==> config.mk <==
export PLATFORM = sky130hd
export DESIGN_NAME = radix_digit_string_converter_core
export DESIGN_NICKNAME = d
export VERILOG_FILES = /design/src/rdsc_pkg.sv /design/src/radix_digit_string_converter_core.sv /design/src/rdsc_ctrl.sv /design/src/rdsc_dpath.sv
export SDC_FILE = /design/constraint.sdc
export NUM_CORES = 1
export LEC_CHECK = 0
export BUFFER_PORTS_ARGS = -buffer_cell sky130_fd_sc_hd__buf_4
export CORE_ASPECT_RATIO = 0.6
export CORE_MARGIN = 1
export CORE_UTILIZATION = 55
export DETAILED_ROUTE_END_ITERATION = 16
export GPL_ROUTABILITY_DRIVEN = 0
export PLACE_DENSITY = 0.74
export SYNTH_ARGS = -nofsm -noshare
export SYNTH_HDL_FRONTEND = slang
export SYNTH_SLANG_ARGS = --single-unit
==> constraint.sdc <==
create_clock -name clk -period 3.4 [get_ports clk]
set_input_delay 0.68 -clock clk [delete_from_list [all_inputs] [get_ports clk]]
set_output_delay 0.68 -clock clk [all_outputs]
set_load 0.03 [all_outputs]
==> src/rdsc_pkg.sv <==
`timescale 1ns / 1ps
// ----------------------------------------------------------------------------
// rdsc_pkg
// Shared constants and controller/datapath interface types for the radix
// digit string converter.
// ----------------------------------------------------------------------------
package rdsc_pkg;

    // operand and radix sizing
    localparam int VALUE_WIDTH = 64;
    localparam int MAX_RADIX   = 16;
    localparam int RADIX_W     = 5;
    localparam int REM_W       = $clog2(MAX_RADIX);
    localparam int TRIAL_W     = REM_W + 1;
    localparam int BIT_CNT_W   = $clog2(VALUE_WIDTH);

    // digit store sizing
    localparam int STORE_DEPTH = 64;
    localparam int ADDR_W      = $clog2(STORE_DEPTH);
    localparam int COUNT_W     = ADDR_W + 1;

    // character constants
    localparam logic [7:0] ZERO_CHAR = 8'h30;

    // configuration register map
    localparam int CFG_IDX_W = 2;
    localparam int CFG_DATA_W = 64;
    localparam logic [CFG_IDX_W-1:0] CFG_RADIX  = 2'd0;
    localparam logic [CFG_IDX_W-1:0] CFG_ALPHA_LO = 2'd1;
    localparam logic [CFG_IDX_W-1:0] CFG_ALPHA_HI = 2'd2;

    // configuration reset values
    localparam logic [RADIX_W-1:0]    RADIX_RST    = 5'd10;
    localparam logic [CFG_DATA_W-1:0] ALPHA_LO_RST = 64'h3736353433323130;
    localparam logic [CFG_DATA_W-1:0] ALPHA_HI_RST = 64'h6665646362613938;

    // commands from the controller
    typedef struct packed {
        logic load;       // take a new value, clear digit count
        logic div_step;   // one restoring division bit
        logic store;      // write remainder as next digit
        logic rd_issue;   // read digit store at read address
        logic out_digit;  // load output with looked-up character
        logic out_zero;   // load output with the literal zero char
    } rdsc_cmd_t;

    // status back to the controller
    typedef struct packed {
        logic in_zero;    // incoming value is zero
        logic div_done;   // current step is the last bit of this digit
        logic quot_zero;  // quotient has reached zero
        logic cnt_full;   // digit count has reached the last store slot
        logic addr_zero;  // read address points at least significant digit
        logic out_free;   // output register can take a beat
    } rdsc_sts_t;

endpackage

==> src/radix_digit_string_converter_core.sv <==
`timescale 1ns / 1ps
// ----------------------------------------------------------------------------
// radix_digit_string_converter_core
// Converts an unsigned value to its digit characters in a radix of 2 to 16,
// most significant digit first, with the final character marked.
// ----------------------------------------------------------------------------
//  channel   signals                             beat
//  input     in_valid / in_stall, value          one number
//  output    out_valid / out_stall, char_out,    one character
//            last_char
//  config    cfg_we, cfg_index, cfg_data         one register write
//
// For a nonzero value the bit-serial restoring divider works out each digit
// one quotient bit per step and a store state then writes it; readout
// passes through a read state and a load state per character on the
// registered digit store port. A zero value yields a single zero character.
// Reset clears control state and loads the default radix and alphabet.
// A stalled output holds its beat; conversion pauses at readout meanwhile.
// ----------------------------------------------------------------------------
module radix_digit_string_converter_core
    import rdsc_pkg::*;
(
    input  logic                  clk,
    input  logic                  rst_n,
    input  logic                  cfg_we,
    input  logic [CFG_IDX_W-1:0]  cfg_index,
    input  logic [CFG_DATA_W-1:0] cfg_data,
    input  logic                  in_valid,
    output logic                  in_stall,
    input  logic [63:0]           value,
    output logic                  out_valid,
    input  logic                  out_stall,
    output logic [7:0]            char_out,
    output logic                  last_char
);

    rdsc_cmd_t cmd;
    rdsc_sts_t sts;

    // sequencer
    rdsc_ctrl u_ctrl (
        .clk      (clk),
        .rst_n    (rst_n),
        .in_valid (in_valid),
        .in_stall (in_stall),
        .sts      (sts),
        .cmd      (cmd)
    );

    // datapath
    rdsc_dpath u_dpath (
        .clk       (clk),
        .rst_n     (rst_n),
        .cfg_we    (cfg_we),
        .cfg_index (cfg_index),
        .cfg_data  (cfg_data),
        .value     (value),
        .out_valid (out_valid),
        .out_stall (out_stall),
        .char_out  (char_out),
        .last_char (last_char),
        .cmd       (cmd),
        .sts       (sts)
    );

    // an output load never overwrites a beat still waiting
    assert property (@(posedge clk) disable iff (!rst_n)
        (cmd.out_digit || cmd.out_zero) |-> sts.out_free)
        else $error("output loaded while previous beat pending");

    // no division work while the input side is open
    assert property (@(posedge clk) disable iff (!rst_n)
        !in_stall |-> !(cmd.div_step || cmd.store || cmd.rd_issue))
        else $error("conversion activity while idle");

    // a new value is taken only while the input side is open
    assert property (@(posedge clk) disable iff (!rst_n)
        cmd.load |-> (in_valid && !in_stall))
        else $error("value loaded without an input beat");

    // after a zero value is taken, the stored quotient is zero
    assert property (@(posedge clk) disable iff (!rst_n)
        (cmd.load && sts.in_zero) |=> sts.quot_zero)
        else $error("zero value not captured");

endmodule

==> src/rdsc_ctrl.sv <==
`timescale 1ns / 1ps
// ----------------------------------------------------------------------------
// rdsc_ctrl
// Sequencer for division, digit storage and most-significant-first readout.
// ----------------------------------------------------------------------------
module rdsc_ctrl
    import rdsc_pkg::*;
(
    input  logic      clk,
    input  logic      rst_n,
    input  logic      in_valid,
    output logic      in_stall,
    input  rdsc_sts_t sts,
    output rdsc_cmd_t cmd
);

    typedef enum logic [2:0] {
        ST_IDLE,
        ST_DIV,
        ST_STORE,
        ST_RD,
        ST_LOAD,
        ST_ZERO
    } state_t;

    state_t state_reg;
    state_t state_next;
    logic   stall_reg;
    logic   stall_next;
    logic   accept;

    assign accept   = in_valid && !stall_reg;
    assign in_stall = stall_reg;

    // next state and command decode
    always_comb
    begin
        state_next = state_reg;
        stall_next = stall_reg;
        cmd        = '0;
        unique case (state_reg)
            ST_IDLE:
            begin
                if (accept)
                begin
                    cmd.load   = 1'b1;
                    stall_next = 1'b1;
                    state_next = sts.in_zero ? ST_ZERO : ST_DIV;
                end
            end
            ST_DIV:
            begin
                cmd.div_step = 1'b1;
                if (sts.div_done)
                begin
                    state_next = ST_STORE;
                end
            end
            ST_STORE:
            begin
                cmd.store = 1'b1;
                if (sts.quot_zero || sts.cnt_full)
                begin
                    state_next = ST_RD;
                end
                else
                begin
                    state_next = ST_DIV;
                end
            end
            ST_RD:
            begin
                cmd.rd_issue = 1'b1;
                state_next   = ST_LOAD;
            end
            ST_LOAD:
            begin
                if (sts.out_free)
                begin
                    cmd.out_digit = 1'b1;
                    if (sts.addr_zero)
                    begin
                        stall_next = 1'b0;
                        state_next = ST_IDLE;
                    end
                    else
                    begin
                        state_next = ST_RD;
                    end
                end
            end
            ST_ZERO:
            begin
                if (sts.out_free)
                begin
                    cmd.out_zero = 1'b1;
                    stall_next   = 1'b0;
                    state_next   = ST_IDLE;
                end
            end
            default:
            begin
                stall_next = 1'b0;
                state_next = ST_IDLE;
            end
        endcase
    end

    // state and registered stall
    always_ff @(posedge clk or negedge rst_n)
    begin
        if (!rst_n)
        begin
            state_reg <= ST_IDLE;
            stall_reg <= 1'b0;
        end
        else
        begin
            state_reg <= state_next;
            stall_reg <= stall_next;
        end
    end

endmodule

==> src/rdsc_dpath.sv <==
`timescale 1ns / 1ps
// ----------------------------------------------------------------------------
// rdsc_dpath
// Configuration registers, bit-serial divider, digit store and output stage.
// ----------------------------------------------------------------------------
module rdsc_dpath
    import rdsc_pkg::*;
(
    input  logic                  clk,
    input  logic                  rst_n,
    input  logic                  cfg_we,
    input  logic [CFG_IDX_W-1:0]  cfg_index,
    input  logic [CFG_DATA_W-1:0] cfg_data,
    input  logic [63:0]           value,
    output logic                  out_valid,
    input  logic                  out_stall,
    output logic [7:0]            char_out,
    output logic                  last_char,
    input  rdsc_cmd_t             cmd,
    output rdsc_sts_t             sts
);

    logic [RADIX_W-1:0]     radix_reg;
    logic [CFG_DATA_W-1:0]  alpha_lo_reg;
    logic [CFG_DATA_W-1:0]  alpha_hi_reg;

    logic [VALUE_WIDTH-1:0] quot_reg;
    logic [REM_W-1:0]       rem_reg;
    logic [BIT_CNT_W-1:0]   bit_cnt_reg;
    logic [COUNT_W-1:0]     digit_cnt_reg;
    logic [ADDR_W-1:0]      rd_addr_reg;
    logic [REM_W-1:0]       rd_data_reg;
    logic [REM_W-1:0]       digit_mem [STORE_DEPTH];

    logic                   out_valid_reg;
    logic [7:0]             char_reg;
    logic                   last_reg;

    logic [VALUE_WIDTH-1:0] in_val;
    logic [TRIAL_W-1:0]     radix_eff;
    logic [TRIAL_W-1:0]     trial;
    logic                   qbit;
    logic [127:0]           alpha_all;
    logic [6:0]             alpha_sel;

    assign in_val = value[VALUE_WIDTH-1:0];

    // radix held within two and the largest supported base
    always_comb
    begin
        priority if (radix_reg < RADIX_W'(2))
        begin
            radix_eff = TRIAL_W'(2);
        end
        else if (radix_reg > RADIX_W'(MAX_RADIX))
        begin
            radix_eff = TRIAL_W'(MAX_RADIX);
        end
        else
        begin
            radix_eff = TRIAL_W'(radix_reg);
        end
    end

    // one restoring division step
    assign trial = {rem_reg, quot_reg[VALUE_WIDTH-1]};
    assign qbit  = (trial >= radix_eff);

    // alphabet lookup, digit value selects a byte
    assign alpha_all = {alpha_hi_reg, alpha_lo_reg};
    assign alpha_sel = {rd_data_reg, 3'b000};

    // status to controller
    assign sts.in_zero   = (in_val == '0);
    assign sts.div_done  = (bit_cnt_reg == BIT_CNT_W'(VALUE_WIDTH - 1));
    assign sts.quot_zero = (quot_reg == '0);
    assign sts.cnt_full  = (digit_cnt_reg == COUNT_W'(STORE_DEPTH - 1));
    assign sts.addr_zero = (rd_addr_reg == '0);
    assign sts.out_free  = !out_valid_reg || !out_stall;

    // configuration registers
    always_ff @(posedge clk or negedge rst_n)
    begin
        if (!rst_n)
        begin
            radix_reg    <= RADIX_RST;
            alpha_lo_reg <= ALPHA_LO_RST;
            alpha_hi_reg <= ALPHA_HI_RST;
        end
        else if (cfg_we)
        begin
            if (cfg_index == CFG_RADIX)
            begin
                radix_reg <= cfg_data[RADIX_W-1:0];
            end
            if (cfg_index == CFG_ALPHA_LO)
            begin
                alpha_lo_reg <= cfg_data;
            end
            if (cfg_index == CFG_ALPHA_HI)
            begin
                alpha_hi_reg <= cfg_data;
            end
        end
    end

    // divider and digit counters
    always_ff @(posedge clk or negedge rst_n)
    begin
        if (!rst_n)
        begin
            quot_reg      <= '0;
            rem_reg       <= '0;
            bit_cnt_reg   <= '0;
            digit_cnt_reg <= '0;
            rd_addr_reg   <= '0;
        end
        else
        begin
            if (cmd.load)
            begin
                quot_reg      <= in_val;
                rem_reg       <= '0;
                bit_cnt_reg   <= '0;
                digit_cnt_reg <= '0;
            end
            if (cmd.div_step)
            begin
                quot_reg    <= {quot_reg[VALUE_WIDTH-2:0], qbit};
                rem_reg     <= qbit ? REM_W'(trial - radix_eff) : trial[REM_W-1:0];
                bit_cnt_reg <= bit_cnt_reg + BIT_CNT_W'(1);
            end
            if (cmd.store)
            begin
                digit_cnt_reg <= digit_cnt_reg + COUNT_W'(1);
                rd_addr_reg   <= digit_cnt_reg[ADDR_W-1:0];
                rem_reg       <= '0;
                bit_cnt_reg   <= '0;
            end
            if (cmd.out_digit)
            begin
                rd_addr_reg <= rd_addr_reg - ADDR_W'(1);
            end
        end
    end

    // digit store, registered read
    always_ff @(posedge clk)
    begin
        if (cmd.store)
        begin
            digit_mem[digit_cnt_reg[ADDR_W-1:0]] <= rem_reg;
        end
        if (cmd.rd_issue)
        begin
            rd_data_reg <= digit_mem[rd_addr_reg];
        end
    end

    // output beat valid
    always_ff @(posedge clk or negedge rst_n)
    begin
        if (!rst_n)
        begin
            out_valid_reg <= 1'b0;
        end
        else if (cmd.out_digit || cmd.out_zero)
        begin
            out_valid_reg <= 1'b1;
        end
        else if (!out_stall)
        begin
            out_valid_reg <= 1'b0;
        end
    end

    // output beat payload
    always_ff @(posedge clk)
    begin
        if (cmd.out_digit)
        begin
            char_reg <= alpha_all[alpha_sel +: 8];
            last_reg <= sts.addr_zero;
        end
        else if (cmd.out_zero)
        begin
            char_reg <= ZERO_CHAR;
            last_reg <= 1'b1;
        end
    end

    assign out_valid = out_valid_reg;
    assign char_out  = char_reg;
    assign last_char = last_reg;

endmodule
==> metrics.yaml <==
status: "complete, no violations"
antenna_left: 0
period_needed_ns: 2.80
pwr_density_cell_nw_per_um2: 592
startpoint_type: "flop"
ys_top_cells_by_area: "edfxtp_1, dfrtp_1, mux4_2, dfstp_2, mux2_2"
crit_fanout: 13
finClkSkew_ns: 0.0164
r2r-end: "u_dpath.digit_mem[35][1]$_DFFE_PP_"
cp-endpoint: "u_dpath.digit_mem[35][1]$_DFFE_PP_"
synth_top_family_by_area: "multiplexers"
crit_top_cell: "nor2_1"
core_area_um2: 38100
clockBufferDepth: 3
grt_usage_pct: 25.4
finalCritPeriodShare_pct: 82.3
worst_slew_pin_slew_ns: 0.995
slowest_stage: "dfrtp_1"
ys_ff_latch: 494
first_global_vias: 12700
required_ns: 3.61
finalPower_mw: 14.5
reg2regPathDepth: 5
synth.area.mux_share_pct: 21.5
leakage_nw: 9.71
viasPerCell: 6.22
multi_input_area_um2: 7200
cpPeakStageDelay_ns: 0.56
crit_arrival_ns: 3.01
synth_edf_count: 269
synth_flop_cell: "edfxtp_1"
cts_root_buf: "clkbuf_16"
synth_xor_area_share_pct: 0.163
rows: 55
async_reset_ff_share_pct: 45.5
syn-cell-area_um2: 21400
htreeDepth: 2
hold_path_class: "primary input to asynchronous set/reset pin"
tns_ns: 0
dr.first_iter.drc_count: 1207
setup_viol: 0
synth-simple-area-share_pct: 6.61
numCtsBuffers: 45
hold-worst-slack_ns: 0.126
syn_to_final_growth_pct: 14.2
cts.sinks: 494
start_util_pct: 56.3
yosysMostFrequentCell: "edfxtp_1"
netlist_top_cells_count: "edfxtp_1, dfrtp_1, mux2_2, nand2_1, o21ai_0"
drv_cap: 0
post_cts_resized: 0
fp.dieW_um: 257
grt_max_degree: 88
synth-compound-area-share_pct: 4.67
drc: 0
synth_warnings: 0
synth_fa_ha_area_share_pct: 0.619
ir_worst_vdd_mv: 0.456
relSlewSlack_pct: 33.5
nets: 1668
slew_viol_final: 0
die_y_um: 155
first_pass_iters: 5
synth_nets: 1526
finalHoldViolations: 0
synthCells: 1381
max_freq_mhz: 358
yosysUniqueCellTypes: 58
fillers: 2731
fp.dieArea_um2: 39800
crit_type: "flop to flop"
cts_setup_buffers: 0
grt_setup_unrepaired: "false"
antenna_found_initial: 3
post_dp_cell_area_um2: 23100
clk_latency_ns: 0.56
overflow: 0
timing.rr.start: "u_ctrl.state_reg[2]$_DFFE_PN0P_"
final_util_pct: 64.3
avgSynthCellArea_um2: 15.5
wire_per_inst_um: 24.0
cp-end-kind: "flop"
vias: 12900
final_area_um2: 24500
largest_register_ffs: 256
path_clk_slew_ns: 0.06
dp_hpwl_mm: 33.5
tritoncts: "done"
seq_area_frac_synth_pct: 64.3
port_buffers: 145
worstPathCellList: "or2_1, or2_2, nor2_1, nand3_1, nor2_1"
drt-total-wl_mm: 49.7
cts_hold_buf: 0
final-seq-area_um2: 13800
synthDominantCellAreaShare_pct: 37.7
io_pins: 146
drive_gt1_share_pct: 33.6
regToRegSetupSlack_ns: 0.60
synth_top_cell_by_area: "edfxtp_1"
cp-startpoint: "u_ctrl.state_reg[2]$_DFFE_PN0P_"
grt_pass1_wl_mm: 76.7
cells in the final DEF, fill, tap and decap left out, types with 7 or more instances in the layout:
cell type and count:
clkbuf_16 47, mux4_1 21, clkinv_2 7, nand3_1 14, nor2_1 82, clkbuf_8 7
nand2_1 100, buf_4 173, inv_1 7, o21ai_0 88, dfstp_2 58, mux2i_1 87
nand2b_1 9, mux2_2 132, edfxtp_1 269, nor4_1 34, mux4_2 75, clkinv_1 8
dfrtp_1 161, a211oi_1 9, nand4_1 10, and2_1 8, o22ai_1 16, clkbuf_1 12
ha_1 9, a21oi_1 21
worst min-delay path by stage:
stage | endpoint | from | cells after the start | slack [ns]
floorplan | u_ctrl.in_stall$_DFFE_PN0P_ | rst_n | 0 | 0.38
global placement | u_dpath.bit_cnt_reg[5]$_DFFE_PN0P_ | u_dpath.bit_cnt_reg[5]$_DFFE_PN0P_ | 1 | 0.48
detailed placement | u_dpath.bit_cnt_reg[5]$_DFFE_PN0P_ | u_dpath.bit_cnt_reg[5]$_DFFE_PN0P_ | 1 | 0.48
CTS | u_dpath.alpha_hi_reg[19]$_DFFE_PN0P_ | rst_n | 1 | 0.15
global route | u_dpath.alpha_hi_reg[19]$_DFFE_PN0P_ | rst_n | 1 | 0.17
finish | u_dpath.alpha_hi_reg[59]$_DFFE_PN0P_ | rst_n | 1 | 0.13
worst max-delay path, delay by kind of cell (launching register included):
family | cells | cell delay [ns]
simple gates | 5 | 1.90
flops | 1 | 0.56
metal layers:
metal  share of wire (%)  vias to the layer above  routed length, um  global-route usage, %
met4                 1.7                        2                869                   5.56
met5               0.034                        -                 17                      0
li1                    -                     5608                  -                      -
met3                 9.6                       78               4750                   5.85
met2                  43                      576              21200                   35.5
met1                  46                     6624              22800                   40.8
through the flow:
stage / std cells / setup WS (ns)
2_1_floorplan: 1381 / 1.02
3_3_place_gp: 1989 / 0.823
3_5_place_dp: 1989 / 0.694
4_1_cts: 2072 / 0.660
5_1_grt: 2072 / 0.516
6_report: 2073 / 0.603
cell families after synthesis:
logic type               Yosys count
AND/OR/NAND/NOR                  297
buffers and inverters             91
adder cells (fa/ha/maj)           10
multiplexers                     315
XOR/XNOR                           4
AO/OA/AOI/OAI                    170
flip-flops                       494
report_power, final:
group	internal [mW]	switching (mW)
Combinational	0.786	1.01
Clock	2.69	2.18
Sequential	7.41	0.427
Total	10.9	3.61
final cells by class:
cell class                      instances  area share, %
Antenna cell                            1         0.0102
Clock buffer                           66           5.38
Clock inverter                         17          0.332
Inverter                                7          0.107
Multi-Input combinational cell        796           29.4
Sequential cell                       494           56.3
Tap cell                              513           2.62
Timing Repair Buffer                  179           5.78
Power figures use the tool's default switching activity.
